`src/hdl/mskc_pkg.sv`:
```
package mskc_pkg;

    localparam int MAX_NODES = 64;
    localparam int NODE_BITS = $clog2(MAX_NODES);
    localparam int MAX_EDGES = 2048;
    localparam int EDGE_BITS = $clog2(MAX_EDGES);
    localparam int CNT_BITS  = EDGE_BITS + 1;
    localparam int COST_BITS = 16;
    localparam int CFG_BITS  = 7;
    localparam int EDGE_W    = 2 * NODE_BITS + COST_BITS;

    localparam logic [1:0] ST_OK      = 2'd0;
    localparam logic [1:0] ST_EXHAUST = 2'd1;
    localparam logic [1:0] ST_ERROR   = 2'd2;

    localparam logic REG_NODE_COUNT     = 1'b0;
    localparam logic REG_CLUSTER_TARGET = 1'b1;

    typedef enum logic [2:0] {
        S_IDLE,
        S_INIT,
        S_SCAN,
        S_LOOKA,
        S_LOOKB,
        S_CMP,
        S_RELABEL,
        S_FINISH
    } state_t;

    typedef struct packed {
        logic load;
        logic init_step;
        logic scan_start;
        logic scan_step;
        logic look_a;
        logic look_b;
        logic merge;
        logic relabel_step;
        logic set_err;
        logic set_exh;
        logic set_ok;
        logic finish;
    } dp_cmd_t;

    typedef struct packed {
        logic err_now;
        logic last_in;
        logic sweep_done;
        logic scan_done;
        logic found;
        logic diff;
        logic merging;
        logic relabel_done;
        logic out_free;
    } dp_sts_t;

endpackage

```
`src/hdl/mskc_ctrl.sv`:
```
module mskc_ctrl (
    input  logic              clk,
    input  logic              rst_n,
    input  logic              in_valid,
    output logic              in_stall,
    input  mskc_pkg::dp_sts_t sts,
    output mskc_pkg::dp_cmd_t cmd
);

    mskc_pkg::state_t state_reg, state_next;

    always_ff @(posedge clk or negedge rst_n)
    begin
        if (!rst_n)
        begin
            state_reg <= mskc_pkg::S_IDLE;
        end
        else
        begin
            state_reg <= state_next;
        end
    end

    always_comb
    begin
        state_next = state_reg;
        unique case (state_reg)
            mskc_pkg::S_IDLE:
            begin
                if (in_valid && sts.last_in)
                begin
                    state_next = sts.err_now ? mskc_pkg::S_FINISH : mskc_pkg::S_INIT;
                end
            end
            mskc_pkg::S_INIT:
            begin
                if (sts.sweep_done)
                begin
                    state_next = mskc_pkg::S_SCAN;
                end
            end
            mskc_pkg::S_SCAN:
            begin
                if (sts.scan_done)
                begin
                    state_next = sts.found ? mskc_pkg::S_LOOKA : mskc_pkg::S_FINISH;
                end
            end
            mskc_pkg::S_LOOKA:   state_next = mskc_pkg::S_LOOKB;
            mskc_pkg::S_LOOKB:   state_next = mskc_pkg::S_CMP;
            mskc_pkg::S_CMP:
            begin
                if (!sts.diff)
                begin
                    state_next = mskc_pkg::S_SCAN;
                end
                else if (sts.merging)
                begin
                    state_next = mskc_pkg::S_RELABEL;
                end
                else
                begin
                    state_next = mskc_pkg::S_FINISH;
                end
            end
            mskc_pkg::S_RELABEL:
            begin
                if (sts.relabel_done)
                begin
                    state_next = mskc_pkg::S_SCAN;
                end
            end
            mskc_pkg::S_FINISH:
            begin
                if (sts.out_free)
                begin
                    state_next = mskc_pkg::S_IDLE;
                end
            end
            default: state_next = mskc_pkg::S_IDLE;
        endcase
    end

    always_comb
    begin
        cmd      = '0;
        in_stall = 1'b1;
        unique case (state_reg)
            mskc_pkg::S_IDLE:
            begin
                in_stall    = 1'b0;
                cmd.load    = in_valid;
                cmd.set_err = in_valid && sts.last_in && sts.err_now;
            end
            mskc_pkg::S_INIT:
            begin
                cmd.init_step  = 1'b1;
                cmd.scan_start = sts.sweep_done;
            end
            mskc_pkg::S_SCAN:
            begin
                cmd.scan_step = 1'b1;
                cmd.set_exh   = sts.scan_done && !sts.found;
            end
            mskc_pkg::S_LOOKA:   cmd.look_a = 1'b1;
            mskc_pkg::S_LOOKB:   cmd.look_b = 1'b1;
            mskc_pkg::S_CMP:
            begin
                cmd.scan_start = !sts.diff;
                cmd.merge      = sts.diff && sts.merging;
                cmd.set_ok     = sts.diff && !sts.merging;
            end
            mskc_pkg::S_RELABEL:
            begin
                cmd.relabel_step = 1'b1;
                cmd.scan_start   = sts.relabel_done;
            end
            mskc_pkg::S_FINISH:  cmd.finish = sts.out_free;
            default: cmd = '0;
        endcase
    end

endmodule

```
`config.mk`:
```
export PLATFORM = sky130hd
export DESIGN_NAME = mskc_ctrl
export DESIGN_NICKNAME = d
export VERILOG_FILES = /design/src/hdl/mskc_pkg.sv /design/src/hdl/mskc_ctrl.sv
export SDC_FILE = /design/constraint.sdc
export NUM_CORES = 1
export LEC_CHECK = 0
export ABC_AREA = 1
export BUFFER_PORTS_ARGS = -buffer_cell sky130_fd_sc_hd__buf_4
export CAP_MARGIN = 20
export CORE_AREA = 2 2 39 41
export DETAILED_ROUTE_END_ITERATION = 8
export DIE_AREA = 0 0 41 43
export PLACE_DENSITY = 0.62
export SYNTH_ARGS = -nofsm -noshare
export SYNTH_HDL_FRONTEND = slang
export SYNTH_SLANG_ARGS = --single-unit
```
`constraint.sdc`:
```
create_clock -name clk -period 1.6 [get_ports clk]
set_clock_uncertainty 0.2 [all_clocks]
set_input_delay 0.32 -clock clk [delete_from_list [all_inputs] [get_ports clk]]
set_output_delay 0.32 -clock clk [all_outputs]
set_load 0.02 [all_outputs]
```
==> out/metrics.cfg <==
[run_status]
status=finished with violations
violations=setup timing

[pwr]
power.leakage_nw=0.535
irDropWorstVdd_v=0.000909
finalPower_mw=1.82
p_per_area_mw_per_mm2=1860

[placed_design]
dp_cells=125
dp_hpwl_um=1120
gp_congestion=0.857
port_buffers=24

[timing]
timing.final.max_slew_violations=0
grt_setup_unrepaired=yes
fin_crit_ps=1810
setup_tns_ps=-2390
hold_viol_final=0
setup_ws_ps=-215
period_share_pct=113
whs_ps=208
setup-violations-final=15
fmax_mhz=551
slew_headroom_pct=83.7
max_slew.worst_pin.slew_ps=245

[routing]
via_per_inst=4.76
drtIter0Drc=14
drc=0
wirelength_um=1650
drt-pass1-iter-count=4
vias=666
wl_per_cell_um=11.8
ant_nets=0

[logic_synthesis]
synth_area_per_cell_um2=6.03
yosysSeqAreaShare_pct=16.4
syn_inst=76
syn-cell-area_um2=458
synthTopCellsByArea=dfrtp_1 16%, nand3_2 15%, nand2_1 12%
synth_top_area_share_pct=16.4
ys_seq_elements=3
synth_nets=88
synth_warnings=0
ys_types=18
synth_top_cell_by_area=dfrtp_1

[worst_setup_path]
startpoint_type=flip-flop
cp-end-kind=primary output
crit_fanout=6
critPathRequiredTime_ps=1080
reg2reg_slack_ps=-180
r2r-start=state_reg[0]
critPathKind=reg -> out
worst_ep_arrival_time_ps=1290
r2r_cells=11
r2r_end=state_reg[1]

[floorplanning]
initial_core_util_pct=33.1
io_pins=25
die_area_mm2=0.00176
row_count=14
die_x_um=41
core_mm2=0.00138
dieHeight_um=43

[grt]
grtUsageTotal_pct=20.1
antenna_found_initial=0
grt_pass1_wl_um=2460
grt_pass1_vias=651
grt_overflow=0
grt_start_max_net_pins=8

[clock_tree]
root_buffer=clkbuf_4
cts_tree=yes
cts_htree_levels=1
insertion_delay_ps=240
cts.path.max_buffers=2
cts_made_buffers=3
clkTransAtPathRegs_ps=40
cts_sinks=3

[cells_and_area]
diodes=0
fin_cells=140
layout.nets=137
syn2layout_area_growth_pct=113
drive_gt1_share_pct=72.6
n_fill_cell=109
largest_reg_flops=3

[worst_hold_path]
hold_path_class=in -> async

[run]
cap_violations=0

==> synthesized netlist by cell type, drive strengths merged <==
cell type  number
nor2           16
o211ai          2
nor4            1
o221ai          1
inv            19
nand4           2
nand3          11
clkinv          1
nor3            3
buf             2
dfrtp           3
nand2          15
==> worst max-delay path, cell delays in order (launching register included) <==
cell      delay (ps)
dfrtp_2          470
buf_4            150
nand3_2           80
o221ai_2         180
buf_4            170
==> metrics by stage <==
| step | area [µm²] | worst slack (ps) | utilization, % |
|---|---|---|---|
| CTS | 852 | -202 | 61.6 |
| detailed placement | 752 | -73.5 | 54.3 |
| global placement | 752 | -39.5 | 54.3 |
| floorplan | 484 | -4.32 | - |
| finish | 976 | -215 | 70.5 |
| global route | 976 | -265 | 70.5 |
==> report_power, final <==
group	internal, mW	switching (mW)	total (mW)
clock	0.0939	0.0458	0.140
combinational	0.691	0.743	1.43
sequential	0.125	0.118	0.243
==> kinds of logic after synthesis <==
family / synth area share, %
compound gates: 5.19
flops: 16.4
simple gates: 57.6
buf+inv: 20.8
==> per-layer routing <==
| layer | wire length, µm | track usage (%) | vias up |
|---|---|---|---|
| li1 | - | - | 330 |
| met5 | 0 | 0 | - |
| met2 | 908 | 34.1 | 19 |
| met3 | 70 | 4.71 | 0 |
| met1 | 667 | 24.4 | 317 |
| met4 | 0 | 4.00 | 0 |
==> placed cells by master, fill, tap and decap left out, drive strengths merged <==
| cell type | n |
|---|---|
| clkbuf | 4 |
| o221ai | 1 |
| nor3 | 3 |
| buf | 45 |
| o211ai | 2 |
| dlygate4sd3 | 1 |
| nor4 | 1 |
| nand3 | 11 |
| nor2 | 16 |
| nand2 | 15 |
| clkinv | 1 |
| inv | 19 |
| dfrtp | 3 |
| nand4 | 2 |
==> layout make-up <==
| class | instances | area (µm²) | area share [%] |
|---|---|---|---|
| tap | 16 | 20.0 | 2.05 |
| sequential | 3 | 78.8 | 8.08 |
| timing repair buffer | 46 | 382 | 39.1 |
| multi-input combinational | 51 | 387 | 39.6 |
| clock buffer | 4 | 26.3 | 2.69 |
| inverter | 20 | 82.6 | 8.46 |
==> worst max path at each step <==
| stage | startpoint | to | slack (ps) |
|---|---|---|---|
| after floorplan | state_reg[0] | cmd[9] | -4 |
| after global placement | state_reg[1] | state_reg[1] | -40 |
| after detailed placement | state_reg[1] | cmd[1] | -70 |
| after CTS | state_reg[0] | cmd[3] | -200 |
| after global routing | state_reg[0] | cmd[3] | -270 |
| final | state_reg[1] | cmd[9] | -210 |
==> timing repair <==
action	CTS	global route
endpoints found under the setup margin	16	16
gates cloned	0	0
gates resized for setup	6	29
pin swaps	1	5
hold endpoints to repair	3	0
setup buffers	7	3
hold buffers	1	0
(Power assumes the default switching activity.)
